## config.mk

```make
export PLATFORM = sky130hd
export DESIGN_NAME = pixel_color_filter_flat
export DESIGN_NICKNAME = d
export VERILOG_FILES = /design/src/rtl/core/pcf_pkg.sv /design/src/rtl/core/pcf_in_if.sv /design/src/rtl/core/pcf_out_if.sv /design/src/rtl/core/pixel_color_filter.sv /design/src/flat_wrapper.sv
export SDC_FILE = /design/constraint.sdc
export NUM_CORES = 2
export LEC_CHECK = 0
export BUFFER_PORTS_ARGS = -buffer_cell sky130_fd_sc_hd__buf_2
export CORE_MARGIN = 1.5
export CORE_UTILIZATION = 50
export CTS_CLUSTER_DIAMETER = 100
export CTS_CLUSTER_SIZE = 8
export DETAILED_ROUTE_END_ITERATION = 6
export HOLD_SLACK_MARGIN = 0.15
export PLACE_DENSITY = 0.74
export SYNTH_ARGS = -nofsm -noshare
export SYNTH_HDL_FRONTEND = slang
export SYNTH_SLANG_ARGS = --single-unit
```

## constraint.sdc

```tcl
create_clock -name clk -period 22.6 [get_ports clk]
set_clock_uncertainty 0.15 [all_clocks]
set_input_delay 1.13 -clock clk [delete_from_list [all_inputs] [get_ports clk]]
set_output_delay 1.13 -clock clk [all_outputs]
set_load 0.02 [all_outputs]
```

## src/rtl/core/pcf_pkg.sv

```systemverilog
// ----------------------------------------------------------------------------
// pcf_pkg: shared types and constants of the pixel color filter
// Mode codes, the color-vision coefficient table and the fixed palettes.
// ----------------------------------------------------------------------------
package pcf_pkg;

  typedef logic [3:0]  mode_t;
  typedef logic [7:0]  chan_t;
  typedef logic [15:0] coef_t;

  localparam mode_t MODE_OFF         = 4'd0;
  localparam mode_t MODE_PROTANOMALY = 4'd1;
  localparam mode_t MODE_PROTANOPIA  = 4'd2;
  localparam mode_t MODE_DEUTERANOM  = 4'd3;
  localparam mode_t MODE_DEUTERANOPE = 4'd4;
  localparam mode_t MODE_TRITANOMALY = 4'd5;
  localparam mode_t MODE_TRITANOPIA  = 4'd6;
  localparam mode_t MODE_GREY        = 4'd7;
  localparam mode_t MODE_EIGHT       = 4'd8;
  localparam mode_t MODE_332         = 4'd9;
  localparam mode_t MODE_SHADE       = 4'd10;

  localparam int NUM_COEF = 9;

  // Q0.16 coefficients, row-major: red row, green row, blue row
  localparam coef_t MTX [0:5][0:NUM_COEF-1] = '{
    '{16'd53521, 16'd12015, 16'd0, 16'd21845, 16'd43691, 16'd0,
      16'd0, 16'd8192, 16'd57344},
    '{16'd37137, 16'd28399, 16'd0, 16'd36591, 16'd28945, 16'd0,
      16'd0, 16'd15838, 16'd49698},
    '{16'd52429, 16'd13107, 16'd0, 16'd16930, 16'd48606, 16'd0,
      16'd0, 16'd9284, 16'd56252},
    '{16'd40960, 16'd24576, 16'd0, 16'd45875, 16'd19661, 16'd0,
      16'd0, 16'd19661, 16'd45875},
    '{16'd63352, 16'd2184, 16'd0, 16'd0, 16'd48060, 16'd17476,
      16'd0, 16'd12015, 16'd53521},
    '{16'd62259, 16'd3277, 16'd0, 16'd0, 16'd28399, 16'd37137,
      16'd0, 16'd31130, 16'd34406}
  };

  localparam chan_t EIGHT_PAL [0:7] = '{
    8'd0, 8'd52, 8'd87, 8'd116, 8'd144, 8'd172, 8'd206, 8'd255
  };

  localparam chan_t SHADE_PAL [0:3][0:2] = '{
    '{8'd12,  8'd54,  8'd14},
    '{8'd44,  8'd98,  8'd52},
    '{8'd110, 8'd135, 8'd10},
    '{8'd156, 8'd190, 8'd12}
  };

  // Coefficient k of the matrix for a mode; zero outside the matrix modes.
  function automatic coef_t mtx_coef(mode_t mode, int k);
    coef_t c;
    c = '0;
    case (mode) inside
      [MODE_PROTANOMALY:MODE_TRITANOPIA]: c = MTX[3'(mode - 4'd1)][k];
      default: c = '0;
    endcase
    return c;
  endfunction

  // Eight-level quantizer: level (c+8)>>5, clamped to 7.
  function automatic chan_t eight_level(chan_t c);
    logic [8:0] biased;
    logic [3:0] lvl;
    biased = {1'b0, c} + 9'd8;
    lvl    = biased[8:5];
    return (lvl > 4'd7) ? EIGHT_PAL[7] : EIGHT_PAL[lvl[2:0]];
  endfunction

endpackage

```

## src/rtl/core/pcf_in_if.sv

```systemverilog
// ----------------------------------------------------------------------------
// pcf_in_if: source pixel channel
// Valid/ready handshake carrying one RGBA8 pixel per transfer.
// ----------------------------------------------------------------------------
interface pcf_in_if;
  logic       valid;
  logic       ready;
  logic [7:0] red_in;
  logic [7:0] green_in;
  logic [7:0] blue_in;
  logic [7:0] alpha_in;

  modport source (output valid, red_in, green_in, blue_in, alpha_in, input ready);
  modport sink   (input valid, red_in, green_in, blue_in, alpha_in, output ready);
endinterface

```

## src/rtl/core/pcf_out_if.sv

```systemverilog
// ----------------------------------------------------------------------------
// pcf_out_if: filtered pixel channel
// Valid/ready handshake carrying one filtered RGBA8 pixel per transfer.
// ----------------------------------------------------------------------------
interface pcf_out_if;
  logic       valid;
  logic       ready;
  logic [7:0] red_out;
  logic [7:0] green_out;
  logic [7:0] blue_out;
  logic [7:0] alpha_out;

  modport source (output valid, red_out, green_out, blue_out, alpha_out, input ready);
  modport sink   (input valid, red_out, green_out, blue_out, alpha_out, output ready);
endinterface

```

## src/rtl/core/pixel_color_filter.sv

```systemverilog
// ----------------------------------------------------------------------------
// pixel_color_filter: per-pixel RGBA8 color filter
// An input transfer is registered in stage 1, then stage 2, then the stage 3
// output register, which drives output valid.
// Throughput: one pixel per cycle while the sink keeps ready high; each of the
// three stages holds its own item and advances when the next stage is empty or moving.
// Reset (rst, synchronous): pipeline emptied, filter_mode back to off.
// ----------------------------------------------------------------------------
module pixel_color_filter (
  input  logic                 clk,
  input  logic                 rst,
  input  logic                 cfg_wr_en,
  input  pcf_pkg::mode_t       cfg_wr_data,
  pcf_in_if.sink               pix_in,
  pcf_out_if.source            pix_out
);
  import pcf_pkg::*;

  localparam int PW = 24;  // 8 x 16 product
  localparam int SW = 25;  // row sum

  mode_t filter_mode;

  // stage 1: products and channel sum
  logic          v1;
  mode_t         mode1;
  chan_t         r1, g1, b1, a1;
  logic [PW-1:0] prod1 [0:NUM_COEF-1];
  logic [9:0]    sum1;

  // stage 2: row sums, grey and shade index
  logic          v2;
  mode_t         mode2;
  chan_t         r2, g2, b2, a2;
  logic [SW-1:0] row2 [0:2];
  chan_t         grey2;
  logic [1:0]    shade2;

  // stage 3: output register
  logic          v3;
  chan_t         r3, g3, b3, a3;

  logic          en1, en2, en3;
  logic [PW-1:0] prod_next [0:NUM_COEF-1];
  logic [SW-1:0] row_next [0:2];
  logic [19:0]   grey_prod;
  logic [1:0]    shade_next;
  chan_t         r3_next, g3_next, b3_next;
  chan_t         sat2 [0:2];

  assign en3 = !v3 || pix_out.ready;
  assign en2 = !v2 || en3;
  assign en1 = !v1 || en2;

  assign pix_in.ready      = en1;
  assign pix_out.valid     = v3;
  assign pix_out.red_out   = r3;
  assign pix_out.green_out = g3;
  assign pix_out.blue_out  = b3;
  assign pix_out.alpha_out = a3;

  always_ff @(posedge clk) begin
    if (rst) begin
      filter_mode <= MODE_OFF;
    end else if (cfg_wr_en) begin
      filter_mode <= cfg_wr_data;
    end
  end

  always_comb begin
    for (int k = 0; k < NUM_COEF; k++) begin
      case (k % 3)
        0:       prod_next[k] = PW'(pix_in.red_in)   * PW'(mtx_coef(filter_mode, k));
        1:       prod_next[k] = PW'(pix_in.green_in) * PW'(mtx_coef(filter_mode, k));
        default: prod_next[k] = PW'(pix_in.blue_in)  * PW'(mtx_coef(filter_mode, k));
      endcase
    end
  end

  always_ff @(posedge clk) begin
    if (rst) begin
      v1 <= 1'b0;
    end else if (en1) begin
      v1 <= pix_in.valid;
    end
    if (en1) begin
      mode1 <= filter_mode;
      r1    <= pix_in.red_in;
      g1    <= pix_in.green_in;
      b1    <= pix_in.blue_in;
      a1    <= pix_in.alpha_in;
      sum1  <= 10'(pix_in.red_in) + 10'(pix_in.green_in) + 10'(pix_in.blue_in);
      for (int k = 0; k < NUM_COEF; k++) begin
        prod1[k] <= prod_next[k];
      end
    end
  end

  // floor(s/3) = (s*683)>>11 holds exactly for s up to 765
  assign grey_prod = 20'(sum1) * 20'd683;

  always_comb begin
    for (int i = 0; i < 3; i++) begin
      row_next[i] = SW'(prod1[3*i]) + SW'(prod1[3*i+1]) + SW'(prod1[3*i+2]);
    end
    if (sum1 >= 10'd576) begin
      shade_next = 2'd3;
    end else if (sum1 >= 10'd384) begin
      shade_next = 2'd2;
    end else if (sum1 >= 10'd192) begin
      shade_next = 2'd1;
    end else begin
      shade_next = 2'd0;
    end
  end

  always_ff @(posedge clk) begin
    if (rst) begin
      v2 <= 1'b0;
    end else if (en2) begin
      v2 <= v1;
    end
    if (en2) begin
      mode2  <= mode1;
      r2     <= r1;
      g2     <= g1;
      b2     <= b1;
      a2     <= a1;
      grey2  <= grey_prod[18:11];
      shade2 <= shade_next;
      for (int i = 0; i < 3; i++) begin
        row2[i] <= row_next[i];
      end
    end
  end

  always_comb begin
    for (int i = 0; i < 3; i++) begin
      sat2[i] = row2[i][SW-1] ? 8'hFF : row2[i][23:16];
    end
    r3_next = r2;
    g3_next = g2;
    b3_next = b2;
    case (mode2) inside
      [MODE_PROTANOMALY:MODE_TRITANOPIA]: begin
        r3_next = sat2[0];
        g3_next = sat2[1];
        b3_next = sat2[2];
      end
      MODE_GREY: begin
        r3_next = grey2;
        g3_next = grey2;
        b3_next = grey2;
      end
      MODE_EIGHT: begin
        r3_next = eight_level(r2);
        g3_next = eight_level(g2);
        b3_next = eight_level(b2);
      end
      MODE_332: begin
        r3_next = {r2[7:5], 5'd16};
        g3_next = {g2[7:5], 5'd16};
        b3_next = {b2[7:6], 6'd32};
      end
      MODE_SHADE: begin
        r3_next = SHADE_PAL[shade2][0];
        g3_next = SHADE_PAL[shade2][1];
        b3_next = SHADE_PAL[shade2][2];
      end
      default: begin
        // pass the pixel through
        r3_next = r2;
        g3_next = g2;
        b3_next = b2;
      end
    endcase
  end

  always_ff @(posedge clk) begin
    if (rst) begin
      v3 <= 1'b0;
    end else if (en3) begin
      v3 <= v2;
    end
    if (en3) begin
      r3 <= r3_next;
      g3 <= g3_next;
      b3 <= b3_next;
      a3 <= a2;
    end
  end

endmodule

```

## src/flat_wrapper.sv

```systemverilog
// flat-port wrapper written by rule: the top's interface ports become plain ports
module pixel_color_filter_flat import pcf_pkg::*;
  (clk, rst, cfg_wr_en, cfg_wr_data, pix_in_valid, pix_in_red_in, pix_in_green_in, pix_in_blue_in, pix_in_alpha_in, pix_in_ready, pix_out_valid, pix_out_red_out, pix_out_green_out, pix_out_blue_out, pix_out_alpha_out, pix_out_ready);
  pcf_in_if pix_in_i ();
  pcf_out_if pix_out_i ();
  input  logic clk;
  input  logic rst;
  input  logic cfg_wr_en;
  input  pcf_pkg::mode_t cfg_wr_data;
  input wire logic [$bits(pix_in_i.valid)-1:0] pix_in_valid;
  input wire logic [$bits(pix_in_i.red_in)-1:0] pix_in_red_in;
  input wire logic [$bits(pix_in_i.green_in)-1:0] pix_in_green_in;
  input wire logic [$bits(pix_in_i.blue_in)-1:0] pix_in_blue_in;
  input wire logic [$bits(pix_in_i.alpha_in)-1:0] pix_in_alpha_in;
  output wire logic [$bits(pix_in_i.ready)-1:0] pix_in_ready;
  output wire logic [$bits(pix_out_i.valid)-1:0] pix_out_valid;
  output wire logic [$bits(pix_out_i.red_out)-1:0] pix_out_red_out;
  output wire logic [$bits(pix_out_i.green_out)-1:0] pix_out_green_out;
  output wire logic [$bits(pix_out_i.blue_out)-1:0] pix_out_blue_out;
  output wire logic [$bits(pix_out_i.alpha_out)-1:0] pix_out_alpha_out;
  input wire logic [$bits(pix_out_i.ready)-1:0] pix_out_ready;
  assign pix_in_i.valid = pix_in_valid;
  assign pix_in_i.red_in = pix_in_red_in;
  assign pix_in_i.green_in = pix_in_green_in;
  assign pix_in_i.blue_in = pix_in_blue_in;
  assign pix_in_i.alpha_in = pix_in_alpha_in;
  assign pix_in_ready = pix_in_i.ready;
  assign pix_out_valid = pix_out_i.valid;
  assign pix_out_red_out = pix_out_i.red_out;
  assign pix_out_green_out = pix_out_i.green_out;
  assign pix_out_blue_out = pix_out_i.blue_out;
  assign pix_out_alpha_out = pix_out_i.alpha_out;
  assign pix_out_i.ready = pix_out_ready;
  pixel_color_filter u_core (.clk(clk), .rst(rst), .cfg_wr_en(cfg_wr_en), .cfg_wr_data(cfg_wr_data), .pix_in(pix_in_i), .pix_out(pix_out_i));
endmodule
```

==> results.txt <==
Total power - 4.807 mW
Final max-slew violation count - 0
CTS clk-pin slew, worst paths - 0.05 ns
Post-synth EDFFs - 319
Post-Syn Area - 39430 um2
Final hold slack - 0.2615 ns
Slowest cell on crit path - nor2_1
GRT Total Usage - 24.63%
Share of cells above drive strength 1 - 4.252%
Max Clk Rate - 113.7 MHz
Hold Crit Depth - 0
Average wire per cell in the routed design - 19.21 um
PD cells - 113.6 nW/um2
Buffers added on ports - 74
FF+latch area - 9719 um2
Io pins - 75
R2R cell count - 23
Drt first pass iters - 5
Vias - 28110
Worst endpoint required time - 22.89 ns
Routability cong. - 0.9624
CP top delay family - adder cells
Crit share post-route - 38.91%
Clock sink count - 326
Reg with most FFs - u_core.prod1
# fillers - 6645
Worst-skew pair later-pin latency - 0.60 ns
Top FF cell, synth - edfxtp_1
Flops & latches, synth - 326
Fin. Hold Viols - 0
Largest net degree at the start of global routing - 124
Critical path capture point type - flip-flop
Final min period - 8.794 ns
Yosys cell types - 81
Most frequent cells in the layout - 792 x inv_1, 552 x ha_1, 467 x fa_1, 319 x edfxtp_1, 311 x nand2_1
Setup bufs post-CTS - 0
Mapped Nets - 5028
DRT iter0 DRCs - 2056
Grt total ovfl - 0
Peak VDD IR - 0.1321 mV
Critical path launch point type - flip-flop
Largest registers - u_core.prod1: 168 flops, u_core.row2: 27 flops, u_core.sum1: 10 flops
Initial antenna violation count - 6
Starting density of the core - 50.73%
Fin nets - 5084
RSZ-0062 raised after global routing - false
Post-Place Cells - 5015
Avg Inst Size Synth - 9.937 um2
Row count - 102
Final cell count without fillers - 5088
Most common cell after layout, fill and taps aside - inv_1
TritonCTS Buffers - 47
Max-cap violations - 0
Synth Warn # - 0
Max-slew headroom - 30.01%
Clk buf depth - 3
Setup violators final - 0
Hold buffer count at cts - 0
Max incr delay on CP - 0.87 ns
Final setup TNS - 0 ns
Crit path top cell by count - fa_1
Vias in the first global route - 28790
Seq/Total Area, Yosys - 24.65%
Post-DRT Antenna Nets - 0
Drc violations - 0
Crit path DAT - 9.08 ns
TritonCTS clock tree - done
Hold_sp - u_core.a2[4]$_DFFE_PP_
Layout Area Growth over Synthesis - 7.320%
Static leakage - 21.94 nW
CP Class - flip-flop to flip-flop
Worst Hold Class - flip-flop to flip-flop
Slew @ Worst Pin - 1.050 ns
Clock root cell - clkbuf_16
Mapped Cells - 3968
Reg2reg start - u_core.filter_mode[0]$_SDFFE_PP0P_
Hold Path End - u_core.pix_out.alpha_out[4]$_DFFE_PP_
Max reg flops - 168
Core outline area - 77720 um2
Worst-path maximum fanout - 29
First-pass GRT wire length - 155.8 mm
Resized cells post-CTS - 0
Critical path depth in cells - 23
R2R Path End - u_core.prod1[0][117]$_DFFE_PP_
Multi-input logic area - 26380 um2
Final WL - 97.76 mm
Status - complete, no violations
Vias per cell - 5.525
CP Buf/Inv Count - 5
Die H - 283.8 um
Reg2reg setup slack - 13.81 ns
Post-synth ARST share - 0%
Die width - 283.8 um
# H-tree levels - 2
Hpwl dp - 78.92 mm
Die ar. - 80550 um2
Critical path cell sequence - buf_4, clkinv_1, ha_1, inv_1, ha_1, inv_1, nor2_1, a21oi_1, nand2b_1, fa_1, fa_1, fa_1, fa_1, inv_1, ha_1, a21o_1, or3_4, o2111ai_2, a21oi_2, or3_4, a31oi_4, or4b_1, o211ai_1
how the worst max path moves through the flow:
stage,from,endpoint,slack [ns]
2_1_floorplan,pix_out_ready,pix_in_ready,15.35
3_3_place_gp,u_core.filter_mode[0]$_SDFFE_PP0P_,u_core.prod1[0][117]$_DFFE_PP_,14.33
3_5_place_dp,u_core.filter_mode[0]$_SDFFE_PP0P_,u_core.prod1[0][117]$_DFFE_PP_,13.96
4_1_cts,u_core.filter_mode[0]$_SDFFE_PP0P_,u_core.prod1[0][117]$_DFFE_PP_,13.93
5_1_grt,u_core.filter_mode[0]$_SDFFE_PP0P_,u_core.prod1[0][117]$_DFFE_PP_,13.44
6_report,u_core.filter_mode[0]$_SDFFE_PP0P_,u_core.prod1[0][117]$_DFFE_PP_,13.81
cells by family after synthesis:
kind of cell             after synthesis  share of synthesized area (%)
AND/OR/NAND/NOR                      946                          11.47
flip-flops                           326                          24.65
adder cells (fa/ha/maj)             1021                          41.28
multiplexers                           9                         0.2285
buffers and inverters                889                          8.472
AO/OA/AOI/OAI                        588                          9.704
XOR/XNOR                             189                          4.198
cells in the mapped netlist, types with 20 or more instances:
cell | n | area, um2
o21ai_0 | 71 | 355.3
clkbuf_1 | 82 | 307.8
o21ai_1 | 20 | 100.1
o21a_1 | 30 | 225.2
ha_1 | 552 | 6907
fa_1 | 467 | 9349
o21bai_1 | 37 | 277.8
nand3_1 | 71 | 355.3
edfxtp_1 | 319 | 9579
a211oi_1 | 25 | 187.7
nor2b_1 | 30 | 187.7
nor2_1 | 201 | 754.5
xnor2_1 | 122 | 1069
and3_1 | 51 | 319.1
and2_1 | 131 | 819.5
nand2_1 | 312 | 1171
nor3_1 | 63 | 315.3
a21oi_1 | 182 | 910.9
xor2_1 | 67 | 586.8
inv_1 | 793 | 2977
a21o_1 | 79 | 593.1
a31oi_1 | 26 | 162.7
layer usage:
metal | share of wire (%) | vias up | routed length [um] | GRT usage [%]
met5 | 0.047 | - | 46 | 0
met4 | 4.2 | 8 | 4119 | 9.505
met3 | 7.9 | 261 | 7750 | 4.984
met2 | 47 | 1059 | 45480 | 40.36
met1 | 41 | 13590 | 40360 | 32.09
li1 | - | 13200 | - | -
layout make-up:
type | instances | share of cell area (%)
repair buffers | 97 | 1.313
multi-input cells | 2753 | 62.34
inverters | 799 | 7.087
clock buffers | 65 | 2.989
flip-flops and latches | 326 | 22.97
well taps | 1040 | 3.075
clock inverters | 5 | 0.2099
diodes | 3 | 0.01774
power breakdown:
group	switching (mW)	total [mW]	internal, mW
combinational	1.77	3.05	1.28
clock	0.268	0.665	0.396
sequential	0.107	1.09	0.983
through the flow:
step / utilization, % / instance area [um2] / worst slack, ns
final: 54.45 / 42320 / 13.81
after CTS: 54.44 / 42310 / 13.93
after detailed placement: 52.69 / 40960 / 13.96
after global placement: 52.69 / 40960 / 14.33
after floorplan: - / 39430 / 15.35
after global routing: 54.44 / 42310 / 13.44
Note: power is estimated with default switching activity, not from simulation.
